==> config.mk <==
export PLATFORM = sky130hd
export DESIGN_NAME = two_wire_command_sender
export DESIGN_NICKNAME = d
export VERILOG_FILES = /design/src/hw/rtl/tws_pkg.sv /design/src/hw/rtl/tws_seq.sv /design/src/hw/rtl/two_wire_command_sender.sv
export SDC_FILE = /design/constraint.sdc
export NUM_CORES = 1
export LEC_CHECK = 0
export CAP_MARGIN = 10
export CELL_PAD_IN_SITES_DETAIL_PLACEMENT = 0
export CELL_PAD_IN_SITES_GLOBAL_PLACEMENT = 1
export CORE_MARGIN = 2
export CORE_UTILIZATION = 55
export DETAILED_ROUTE_END_ITERATION = 8
export DONT_BUFFER_PORTS = 1
export GPL_TIMING_DRIVEN = 0
export PLACE_DENSITY = 0.85
export SLEW_MARGIN = 20
export SYNTH_ARGS = -nofsm -noshare
export SYNTH_HDL_FRONTEND = slang
export SYNTH_SLANG_ARGS = --single-unit
==> constraint.sdc <==
create_clock -name clk -period 11.44 [get_ports clk]
set_clock_uncertainty 0.2 [all_clocks]
set_input_delay 2.288 -clock clk [delete_from_list [all_inputs] [get_ports clk]]
set_output_delay 2.288 -clock clk [all_outputs]
set_load 0.05 [all_outputs]
==> src/hw/rtl/tws_pkg.sv <==
// ----------------------------------------------------------------------------
// tws_pkg
// Shared constants and types for the two-wire command sender.
// ----------------------------------------------------------------------------
package tws_pkg;

    // command length and counter widths
    localparam int CMD_BITS   = 16;
    localparam int BIT_CNT_W  = $clog2(CMD_BITS + 1);
    localparam int SHORT_W    = 16;
    localparam int LONG_W     = 24;
    localparam int WAIT_W     = LONG_W;
    localparam int ACTION_W   = 2;
    localparam int CFG_IDX_W  = 8;
    localparam int OUT_DATA_W = 8;

    // action codes
    localparam logic [ACTION_W-1:0] ACT_TICK  = 2'd0;
    localparam logic [ACTION_W-1:0] ACT_SEND  = 2'd1;
    localparam logic [ACTION_W-1:0] ACT_RESET = 2'd2;

    // register indexes
    localparam logic [CFG_IDX_W-1:0] REG_START_LOW    = 8'd0;
    localparam logic [CFG_IDX_W-1:0] REG_HALF_BIT     = 8'd1;
    localparam logic [CFG_IDX_W-1:0] REG_RESET_LOW    = 8'd2;
    localparam logic [CFG_IDX_W-1:0] REG_RESET_SETTLE = 8'd3;

    // register reset values
    localparam logic [SHORT_W-1:0] START_LOW_RST    = 16'd5900;
    localparam logic [SHORT_W-1:0] HALF_BIT_RST     = 16'd220;
    localparam logic [LONG_W-1:0]  RESET_LOW_RST    = 24'd302600;
    localparam logic [LONG_W-1:0]  RESET_SETTLE_RST = 24'd1506600;

    // sequencer phase codes
    localparam logic [2:0] PH_IDLE       = 3'd0;
    localparam logic [2:0] PH_RST_LOW    = 3'd1;
    localparam logic [2:0] PH_RST_SETTLE = 3'd2;
    localparam logic [2:0] PH_START_LOW  = 3'd3;
    localparam logic [2:0] PH_HALF_ONE   = 3'd4;
    localparam logic [2:0] PH_HALF_TWO   = 3'd5;

    typedef struct packed {
        logic [SHORT_W-1:0] start_low_ticks;
        logic [SHORT_W-1:0] half_bit_ticks;
        logic [LONG_W-1:0]  reset_low_ticks;
        logic [LONG_W-1:0]  reset_settle_ticks;
    } cfg_t;

    typedef struct packed {
        logic refused;
        logic busy_res;
        logic reset_line;
        logic data_line;
        logic clock_line;
    } result_t;

endpackage

==> src/hw/rtl/tws_seq.sv <==
// ----------------------------------------------------------------------------
// tws_seq
// Tick sequencer: countdown, bit shifter and line levels, one step per tick.
// ----------------------------------------------------------------------------
module tws_seq
    import tws_pkg::*;
(
    input  logic                clk,
    input  logic                rst_n,
    input  logic                advance,
    input  logic [ACTION_W-1:0] action,
    input  logic [CMD_BITS-1:0] command_word,
    input  cfg_t                cfg,
    output result_t             result
);

    logic [2:0]           phase_reg, phase_next;
    logic [WAIT_W-1:0]    wait_reg, wait_next;
    logic [CMD_BITS-1:0]  shift_reg, shift_next;
    logic [BIT_CNT_W-1:0] bit_cnt_reg, bit_cnt_next;
    logic                 clock_reg, clock_next;
    logic                 data_reg, data_next;
    logic                 reset_reg, reset_next;
    logic                 refused;

    // zero interval counts as one tick
    function automatic logic [WAIT_W-1:0] at_least_one(input logic [WAIT_W-1:0] v);
        at_least_one = (v == '0) ? WAIT_W'(1) : v;
    endfunction

    // countdown, phase transition, then request intake
    always_comb
    begin
        logic [WAIT_W-1:0] wait_dec;
        wait_dec     = (wait_reg != '0) ? wait_reg - WAIT_W'(1) : '0;
        phase_next   = phase_reg;
        wait_next    = wait_reg;
        shift_next   = shift_reg;
        bit_cnt_next = bit_cnt_reg;
        clock_next   = clock_reg;
        data_next    = data_reg;
        reset_next   = reset_reg;
        refused      = 1'b0;

        if (phase_reg != PH_IDLE)
        begin
            wait_next = wait_dec;
            if (wait_dec == '0)
            begin
                case (phase_reg)
                    PH_RST_LOW:
                    begin
                        reset_next = 1'b1;
                        phase_next = PH_RST_SETTLE;
                        wait_next  = at_least_one(cfg.reset_settle_ticks);
                    end
                    PH_START_LOW:
                    begin
                        phase_next = PH_HALF_ONE;
                        wait_next  = at_least_one(WAIT_W'(cfg.half_bit_ticks));
                    end
                    PH_HALF_ONE:
                    begin
                        clock_next = 1'b0;
                        data_next  = shift_reg[CMD_BITS-1];
                        phase_next = PH_HALF_TWO;
                        wait_next  = at_least_one(WAIT_W'(cfg.half_bit_ticks));
                    end
                    PH_HALF_TWO:
                    begin
                        clock_next   = 1'b1;
                        shift_next   = shift_reg << 1;
                        bit_cnt_next = bit_cnt_reg + BIT_CNT_W'(1);
                        if (bit_cnt_next >= BIT_CNT_W'(CMD_BITS))
                        begin
                            phase_next = PH_IDLE;
                        end
                        else
                        begin
                            phase_next = PH_HALF_ONE;
                            wait_next  = at_least_one(WAIT_W'(cfg.half_bit_ticks));
                        end
                    end
                    default:
                    begin
                        phase_next = PH_IDLE;
                    end
                endcase
            end
        end

        // requests only start from idle, otherwise flagged
        if (action inside {ACT_SEND, ACT_RESET})
        begin
            if (phase_next != PH_IDLE)
            begin
                refused = 1'b1;
            end
            else if (action == ACT_SEND)
            begin
                clock_next   = 1'b0;
                shift_next   = command_word;
                bit_cnt_next = '0;
                phase_next   = PH_START_LOW;
                wait_next    = at_least_one(WAIT_W'(cfg.start_low_ticks));
            end
            else
            begin
                reset_next = 1'b0;
                phase_next = PH_RST_LOW;
                wait_next  = at_least_one(cfg.reset_low_ticks);
            end
        end
    end

    // levels after this tick
    assign result.clock_line = clock_next;
    assign result.data_line  = data_next;
    assign result.reset_line = reset_next;
    assign result.busy_res   = (phase_next != PH_IDLE);
    assign result.refused    = refused;

    // sequencer state
    always_ff @(posedge clk or negedge rst_n)
    begin
        if (!rst_n)
        begin
            phase_reg   <= PH_IDLE;
            wait_reg    <= '0;
            shift_reg   <= '0;
            bit_cnt_reg <= '0;
            clock_reg   <= 1'b1;
            data_reg    <= 1'b0;
            reset_reg   <= 1'b1;
        end
        else if (advance)
        begin
            phase_reg   <= phase_next;
            wait_reg    <= wait_next;
            shift_reg   <= shift_next;
            bit_cnt_reg <= bit_cnt_next;
            clock_reg   <= clock_next;
            data_reg    <= data_next;
            reset_reg   <= reset_next;
        end
    end

endmodule

==> src/hw/rtl/two_wire_command_sender.sv <==
// ----------------------------------------------------------------------------
// two_wire_command_sender
// Clock, data and reset line driver for a serial sound module.
// ----------------------------------------------------------------------------
// Every accepted input transfer is one tick: the sequencer counts down its
// running interval, makes any due transition and takes a send or reset
// request if idle, all combinationally, and the line levels after that
// tick are placed in the output register as one result transfer. A new tick
// is taken every cycle as long as the output register is empty or drained in
// the same cycle, so the sustained rate is one item per clock; the result is
// registered and valid in the cycle after the input transfer. Requests that arrive
// while a sequence runs are dropped and flagged in the refused bit. Intervals
// are counted in ticks, and a zero interval register acts as one tick.
module two_wire_command_sender
    import tws_pkg::*;
(
    input  logic                  clk,
    input  logic                  rst_n,
    // tick / request input
    input  logic                  s_tvalid,
    output logic                  s_tready,
    input  logic [CMD_BITS-1:0]   s_tdata,   // [15:0] command_word
    input  logic [ACTION_W-1:0]   s_tuser,   // [1:0] action
    // line level results
    output logic                  m_tvalid,
    input  logic                  m_tready,
    // [0] clock_line, [1] data_line, [2] reset_line, [3] busy_res, [4] refused
    output logic [OUT_DATA_W-1:0] m_tdata,
    // configuration writes
    input  logic                  cfg_valid,
    output logic                  cfg_ready,
    input  logic [CFG_IDX_W-1:0]  cfg_index,
    input  logic [LONG_W-1:0]     cfg_data
);

    cfg_t    cfg_reg;
    result_t step_res;
    result_t res_reg;
    logic    out_valid_reg;
    logic    in_xfer;

    // configuration registers
    assign cfg_ready = 1'b1;

    always_ff @(posedge clk or negedge rst_n)
    begin
        if (!rst_n)
        begin
            cfg_reg.start_low_ticks    <= START_LOW_RST;
            cfg_reg.half_bit_ticks     <= HALF_BIT_RST;
            cfg_reg.reset_low_ticks    <= RESET_LOW_RST;
            cfg_reg.reset_settle_ticks <= RESET_SETTLE_RST;
        end
        else if (cfg_valid && cfg_ready)
        begin
            case (cfg_index)
                REG_START_LOW:    cfg_reg.start_low_ticks    <= cfg_data[SHORT_W-1:0];
                REG_HALF_BIT:     cfg_reg.half_bit_ticks     <= cfg_data[SHORT_W-1:0];
                REG_RESET_LOW:    cfg_reg.reset_low_ticks    <= cfg_data;
                REG_RESET_SETTLE: cfg_reg.reset_settle_ticks <= cfg_data;
                default:          ;
            endcase
        end
    end

    // input side accepts whenever the output register frees up
    assign s_tready = !out_valid_reg || m_tready;
    assign in_xfer  = s_tvalid && s_tready;

    tws_seq u_seq
    (
        .clk          (clk),
        .rst_n        (rst_n),
        .advance      (in_xfer),
        .action       (s_tuser),
        .command_word (s_tdata),
        .cfg          (cfg_reg),
        .result       (step_res)
    );

    // output register valid
    always_ff @(posedge clk or negedge rst_n)
    begin
        if (!rst_n)
        begin
            out_valid_reg <= 1'b0;
        end
        else if (s_tready)
        begin
            out_valid_reg <= s_tvalid;
        end
    end

    // output register payload
    always_ff @(posedge clk)
    begin
        if (in_xfer)
        begin
            res_reg <= step_res;
        end
    end

    assign m_tvalid = out_valid_reg;
    assign m_tdata  = {{(OUT_DATA_W - $bits(result_t)){1'b0}}, res_reg};

`ifndef NO_ASSERTIONS
    // a dropped request only happens while a sequence runs
    a_refused_busy: assert property (@(posedge clk) disable iff (!rst_n)
        m_tvalid && m_tdata[4] |-> m_tdata[3])
        else $error("refused result without busy");

    // reset line is only low inside a reset sequence
    a_reset_busy: assert property (@(posedge clk) disable iff (!rst_n)
        m_tvalid && !m_tdata[2] |-> m_tdata[3])
        else $error("reset line low while not busy");

    // the input side never stalls while the output register is empty
    a_no_stall_empty: assert property (@(posedge clk) disable iff (!rst_n)
        !m_tvalid |-> s_tready)
        else $error("input stalled with empty output register");

    // an input transfer always yields a result in the next cycle
    a_result_follows: assert property (@(posedge clk) disable iff (!rst_n)
        s_tvalid && s_tready |=> m_tvalid)
        else $error("input transfer produced no result");
`endif

endmodule
==> results_dict.tcl, run 1 <==
set metrics [dict create \
    critical-path-max-stage-delay_ns 0.45 \
    async_reset_ff_share_pct 96.35 \
    timing.critical_path.cells "nand2b_1" \
    switching_component_of_the_power_w 0.0005348 \
    yosysWarningCount 0 \
    globalRouteOverflowTotal 0 \
    power_density_nw_per_um2 190.5 \
    p_int_w 0.001061 \
    detailed_place.area_sq_um 7770 \
    comb_power_share_pct 24.1 \
    first_pass_iters 6 \
    cts_tree "done" \
    grt_max_degree 133 \
    layout.area.seq_sq_um 3493 \
    synth_top_flop_cell "sky130_fd_sc_hd__dfrtp_1" \
    launching_instance_or_port_of_the_critical_path "m_tready" \
    antenna_violations_before_repair 0 \
    globalRouteMet3Util_pct 6.250 \
    clockBufferDepth 2 \
    n_antenna_cell 0 \
    synthesis.area_per_instance_sq_um 10.58 \
    die_w_um 121.1 \
    wl_per_cell_um 21.75 \
    critical_path_depth 1 \
    synth_edf_count 5 \
    r2r.worst_path.cells 14 \
    slew_limit_headroom_pct 48.32 \
    top_level_ports 66 \
    numCtsBuffers 17 \
    drv.max_cap_violation_count 0 \
    critical_path.reg2reg.endpoint "u_seq.shift_reg[7]" \
    portBuffers 0 \
    cts.sinks 137 \
    hold_class "reg2reg" \
    cpMaxStageDelayCell "sky130_fd_sc_hd__nand2b_1" \
    leading_cell_types_in_the_layout_fill_and_taps_excluded "sky130_fd_sc_hd__dfrtp_1, sky130_fd_sc_hd__nor2_1, sky130_fd_sc_hd__mux2_2" \
    viasPerCell 6.404 \
    area_delta_synth_final_pct 11.06 \
    detail_route.wirelength_mm 20.07 \
    route.vias.total 5911 \
    hold_viol 0 \
    final-setup-viol-count 0 \
    largest_reg_flops 80 \
    share_clk_of_total_power_pct 35.3 \
    die-area_sq_um 14670 \
    num-fill-cells 1051 \
    cts_hold_buffers 0 \
    period_share_pct 45.67 \
    peak_supply_drop_v 0.0001162 \
    rsz0062_at_grt "no" \
    dp_hpwl_mm 14.68 \
    grtUsageMet2_pct 45.68 \
    cts.htree.levels 4 \
    rr_startpoint "u_seq.wait_reg[0]" \
    synthesized_flop_and_latch_total 137 \
    detail_route.drc_violations 0 \
    final_area_sq_um 8377 \
    share_of_synthesized_area_occupied_by_flip_flops_and_latches_pct 46.32 \
    multiInputGateArea_sq_um 3744 \
    final.hold.worst_slack_ns 0.2860 \
    gp_congestion 0.9575 \
    timing.final.crit_period_ns 5.225 \
    required_ns 8.95 \
    cts-resized-gates 0 \
    start_util_pct 56.73 \
    core-area_sq_um 13300 \
    globalRouteMet1Util_pct 40.65 \
    post_synth_inst_count 713 \
    timing_limited_maximum_frequency_mhz 191.4 \
    layout_commonest_cell "sky130_fd_sc_hd__dfrtp_1" \
    clkTransAtPathRegs_ns 0.06 \
    cp.buffers_inverters 0 \
    post_route_cells_drive_above_1_share_pct 28.38 \
    crit_path_max_fanout 3 \
    cts-root-buf "sky130_fd_sc_hd__clkbuf_16" \
    power.switching_fraction_pct 33.52 \
    timing_worst_slew_pin_value_ns 0.7752 \
    finalSetupTns_ns 0 \
    timing.final.max_slew_violations 0 \
    global_route.peak_usage_layer "met2" \
    critical_path.endpoint "s_tready" \
    clk-insertion-delay-late_ns 0.42 \
    cp_data_arrival_time_ns 2.74 \
    setup.worst_path.class "in2out" \
    vert_die_dim_um 121.1 \
    cellLeakagePower_nw 3.659 \
    vias_in_the_first_global_route 5971 \
    post_synth_design_cell_area_sq_um 7542 \
    floorplan.rows 42 \
    crit_path_start_kind "primary input" \
    num-nets-final 793 \
    run_status "completed" \
    cts.repair_timing.setup_buffer_count 0 \
    grt_use_total_pct 28.95 \
    wire_length_of_the_first_global_routing_pass_mm 32.63 \
    reg2reg_slack_ns 7.10 \
    synth.lib_cells_used.distinct 77 \
    route.antenna.remaining_nets 0 \
    seq_power_share_pct 40.6 \
    detailedRoute.firstIterationViolations 551 \
    timing.critical_path.to_type "output port" \
    critPathTopFamily "simple AND/OR/NAND/NOR gates" \
]
==> worst reg2reg max path: cells and delay by family (launching register included) <==
kind	cells	cell delay [ns]
AND/OR/NAND/NOR	6	1.96
adder cells (fa/ha/maj)	1	0.27
AO/OA/AOI/OAI	3	0.72
buffers and inverters	4	0.72
flip-flops	1	0.37
==> routing by layer <==
layer  up-vias  routed length (um)
met4         0                 375
met2       236                9331
met3        39                1274
met5         -                   0
met1      2965                9093
li1       2671                   -
==> per-stage QoR <==
step           total power (W)  std cells  setup WS (ns)  util [%]
2_1_floorplan        0.0009256        715          6.226         -
3_3_place_gp          0.001018        891          5.901     58.44
3_5_place_dp          0.001030        891          5.775     58.44
4_1_cts               0.001590        923          6.121     62.97
5_1_grt               0.001666        923          6.197     63.01
6_report              0.001595        923          6.215     63.01
==> how the worst min path moves through the flow <==
| stage | start | end | slack [ns] | cells after the start |
|---|---|---|---|---|
| 2_1_floorplan | u_seq.clock_reg | u_seq.clock_reg | 0.25 | 2 |
| 4_1_cts | u_seq.clock_reg | u_seq.clock_reg | 0.29 | 2 |
| 5_1_grt | u_seq.clock_reg | u_seq.clock_reg | 0.30 | 2 |
| 3_5_place_dp | u_seq.shift_reg[5] | u_seq.shift_reg[6] | 0.28 | 2 |
| 6_report | u_seq.clock_reg | u_seq.clock_reg | 0.29 | 2 |
| 3_3_place_gp | u_seq.shift_reg[2] | u_seq.shift_reg[3] | 0.26 | 2 |
==> power groups by stage <==
stage / Clock [W] / Sequential [W] / Combinational (W)
2_1_floorplan: 0 / 0.000629 / 0.000296
3_3_place_gp: 0 / 0.000650 / 0.000368
3_5_place_dp: 0 / 0.000653 / 0.000377
4_1_cts: 0.000564 / 0.000645 / 0.000381
5_1_grt: 0.000585 / 0.000657 / 0.000424
6_report: 0.000563 / 0.000648 / 0.000385
==> Yosys cell counts (5+ instances only) <==
library cell / n / area [sq um]
sky130_fd_sc_hd__a211oi_1: 25 / 187.7
sky130_fd_sc_hd__xor2_1: 7 / 61.31
sky130_fd_sc_hd__a22o_1: 17 / 148.9
sky130_fd_sc_hd__a22oi_1: 13 / 97.59
sky130_fd_sc_hd__nand2_1: 26 / 97.59
sky130_fd_sc_hd__mux2i_1: 22 / 220.2
sky130_fd_sc_hd__or4_1: 6 / 45.04
sky130_fd_sc_hd__buf_6: 6 / 67.56
sky130_fd_sc_hd__mux2_2: 83 / 934.7
sky130_fd_sc_hd__a31oi_1: 8 / 50.05
sky130_fd_sc_hd__dfstp_2: 32 / 840.8
sky130_fd_sc_hd__nor2_1: 92 / 345.3
sky130_fd_sc_hd__o21ai_0: 16 / 80.08
sky130_fd_sc_hd__nand4_1: 9 / 56.30
sky130_fd_sc_hd__edfxtp_1: 5 / 150.1
sky130_fd_sc_hd__buf_2: 10 / 50.05
sky130_fd_sc_hd__and3_1: 8 / 50.05
sky130_fd_sc_hd__a21oi_1: 23 / 115.1
sky130_fd_sc_hd__a21o_1: 6 / 45.04
sky130_fd_sc_hd__dfrtp_1: 100 / 2502
sky130_fd_sc_hd__nand3_1: 11 / 55.05
sky130_fd_sc_hd__nor2b_1: 5 / 31.28
sky130_fd_sc_hd__nor4_1: 27 / 168.9
sky130_fd_sc_hd__buf_4: 7 / 52.55
sky130_fd_sc_hd__or2_2: 20 / 125.1
sky130_fd_sc_hd__inv_1: 9 / 33.78
sky130_fd_sc_hd__xnor2_1: 6 / 52.55
sky130_fd_sc_hd__clkbuf_1: 25 / 93.84
sky130_fd_sc_hd__nor3_1: 12 / 60.06
==> cell type report <==
type	count	share of cell area, %
clock inverters	15	2.106
flip-flops and latches	137	41.70
inverters	9	0.4033
multi-input cells	519	44.69
clock buffers	17	5.078
plain buffers	50	3.391
well taps	176	2.629
==> cell families after synthesis <==
group | share of synthesized area (%)
and+or+nand+nor | 17.95
muxes | 15.46
DFF | 46.32
AOI/OAI and AO/OA | 13.79
xor gates and xnor gates | 1.510
adders and majority gates | 0.6636
buffers and inverters | 4.213
other | 0.09957
No activity file was read; power rests on OpenSTA's default activity.
==> run 2, diff against run 1 <==
--- a/config.mk
+++ b/config.mk
@@ -9,11 +9,11 @@
 export CELL_PAD_IN_SITES_DETAIL_PLACEMENT = 0
 export CELL_PAD_IN_SITES_GLOBAL_PLACEMENT = 1
 export CORE_MARGIN = 2
-export CORE_UTILIZATION = 55
+export CORE_UTILIZATION = 46
 export DETAILED_ROUTE_END_ITERATION = 8
 export DONT_BUFFER_PORTS = 1
 export GPL_TIMING_DRIVEN = 0
-export PLACE_DENSITY = 0.85
+export PLACE_DENSITY = 0.75
 export SLEW_MARGIN = 20
 export SYNTH_ARGS = -nofsm -noshare
 export SYNTH_HDL_FRONTEND = slang
==> constraint.sdc (replaced) <==
create_clock -name clk -period 4.4 [get_ports clk]
set_clock_uncertainty 0.2 [all_clocks]
set_input_delay 0.88 -clock clk [delete_from_list [all_inputs] [get_ports clk]]
set_output_delay 0.88 -clock clk [all_outputs]
set_load 0.05 [all_outputs]
==> run 2 against run 1 <==
Clock-buffer cell count rose by 1; utilization fell by 9.7 points; first-iteration DRC count fell by 27%; design area rose by 1.5%; cell count rose by 4.9%; sequential power rose to 2.6 times the previous value; register-to-register slack got worse by 6.8 ns; largest power group unchanged.
==> results_dict.tcl, run 2 (synthesis results as in run 1) <==
set metrics [dict create \
    core-area_sq_um 15940 \
    peak_supply_drop_v 0.0002966 \
    detail_route.wirelength_mm 20.93 \
    setup.worst_path.class "reg2reg" \
    cts.htree.levels 4 \
    final_area_sq_um 8503 \
    cp_data_arrival_time_ns 4.13 \
    route.vias.total 5863 \
    area_delta_synth_final_pct 12.74 \
    largest_reg_flops 80 \
    vert_die_dim_um 132.0 \
    timing.final.crit_period_ns 4.143 \
    grt_use_total_pct 24.43 \
    start_util_pct 47.31 \
    numCtsBuffers 17 \
    timing_limited_maximum_frequency_mhz 241.4 \
    final-setup-viol-count 0 \
    layout_commonest_cell "sky130_fd_sc_hd__dfrtp_1" \
    wl_per_cell_um 21.62 \
    rsz0062_at_grt "no" \
    route.antenna.remaining_nets 0 \
    dp_hpwl_mm 15.23 \
    clk-insertion-delay-late_ns 0.43 \
    wire_length_of_the_first_global_routing_pass_mm 32.98 \
    post_route_cells_drive_above_1_share_pct 28.99 \
    finalSetupTns_ns 0 \
    timing.critical_path.cells "clkbuf_1, inv_1, ha_1, or3b_4, o31a_1, or2_2, nor4_1, nand4_1, o31ai_4, and3b_1, mux2_2" \
    die_w_um 132.0 \
    period_share_pct 94.15 \
    globalRouteOverflowTotal 0 \
    gp_congestion 0.9417 \
    leading_cell_types_in_the_layout_fill_and_taps_excluded "sky130_fd_sc_hd__dfrtp_1, sky130_fd_sc_hd__nor2_1, sky130_fd_sc_hd__mux2_2" \
    timing.critical_path.to_type "register" \
    timing.final.max_slew_violations 0 \
    vias_in_the_first_global_route 5951 \
    critPathTopFamily "simple AND/OR/NAND/NOR gates" \
    detailed_place.area_sq_um 7825 \
    slew_limit_headroom_pct 48.09 \
    cts.sinks 137 \
    crit_path_start_kind "register" \
    top_level_ports 66 \
    detail_route.drc_violations 0 \
    fin_ws_ns 0.2574 \
    pre_cts_ws_ns 0.1232 \
    hold_class "in2async" \
    first_pass_iters 7 \
    viasPerCell 6.057 \
    timing_worst_slew_pin_value_ns 0.7728 \
    critical-path-max-stage-delay_ns 0.45 \
    num-nets-final 798 \
    cp.buffers_inverters 2 \
    grt_max_degree 101 \
    num-fill-cells 1396 \
    die-area_sq_um 17440 \
    clkTransAtPathRegs_ns 0.06 \
    cellLeakagePower_nw 3.692 \
    portBuffers 0 \
    floorplan.rows 46 \
    run_status "completed" \
    clockBufferDepth 2 \
    hold_viol 0 \
    cpMaxStageDelayCell "sky130_fd_sc_hd__o31ai_4" \
    n_antenna_cell 0 \
    crit_path_max_fanout 10 \
    cts-root-buf "sky130_fd_sc_hd__clkbuf_16" \
    drv.max_cap_violation_count 0 \
    antenna_violations_before_repair 0 \
    power_density_nw_per_um2 492.8 \
    detailedRoute.firstIterationViolations 402 \
    cts_tree "done" \
    required_ns 4.38 \
]
## run 2: metal layers
layer	global-route usage [%]	part of all wire, %	vias to the layer above
met1	34.29	46	2955
li1	-	-	2687
met3	5.998	6.3	35
met2	37.38	46	186
met4	7.609	1.9	0
met5	0	0	-
## run 2: timing repair
| item | in CTS | in global routing |
|---|---|---|
| endpoints found under the hold margin | 100 | 0 |
| setup endpoints to repair | 0 | 43 |
| gates resized for setup | 0 | 2 |
| buffers inserted | 0 | 4 |
| hold buffers | 1 | 0 |
## run 2: final timing paths
| path | startpoint | endpoint | slack [ns] | cells past startpoint |
|---|---|---|---|---|
| setup / recovery | u_seq.wait_reg[0] | m_tdata[1] | 0.26 | 11 |
| hold / removal | rst_n | cfg_reg[55] | 0.09 | 0 |
| setup reg to reg | u_seq.wait_reg[0] | m_tdata[1] | 0.26 | 11 |
| hold reg to reg | u_seq.shift_reg[12] | u_seq.shift_reg[13] | 0.29 | 2 |
| max in group asynchronous | rst_n | u_seq.shift_reg[0] | 3.39 | 1 |
| min in group clk | u_seq.shift_reg[12] | u_seq.shift_reg[13] | 0.29 | 2 |
## run 2: area by class of cell
class                           instances  area, sq um  share of cell area (%)
Sequential cell                       137         3493                   41.08
Tap cell                              216        270.3                   3.178
Timing Repair Buffer                    5        57.56                  0.6769
Inverter                                9        33.78                  0.3973
Buffer                                 50        284.0                   3.340
Clock buffer                           18        439.2                   5.165
Multi-Input combinational cell        519         3756                   44.17
Clock inverter                         14        168.9                   1.986
## run 2: power by group
group	internal [W]	switching [W]	total, W
registers	0.00148	0.000211	0.00169
clock network	0.000908	0.000572	0.00148
logic	0.000427	0.000596	0.00102
## run 2: metrics by stage
stage	cells	hold WS (ns)	total power [W]	util (%)
floorplan	715	0.2505	0.002407	-
global placement	931	0.2707	0.002653	49.05
detailed placement	931	0.2788	0.002685	49.08
CTS	964	0.08159	0.004186	53.07
global route	968	0.07440	0.004393	53.34
finish	968	0.08945	0.004191	53.34
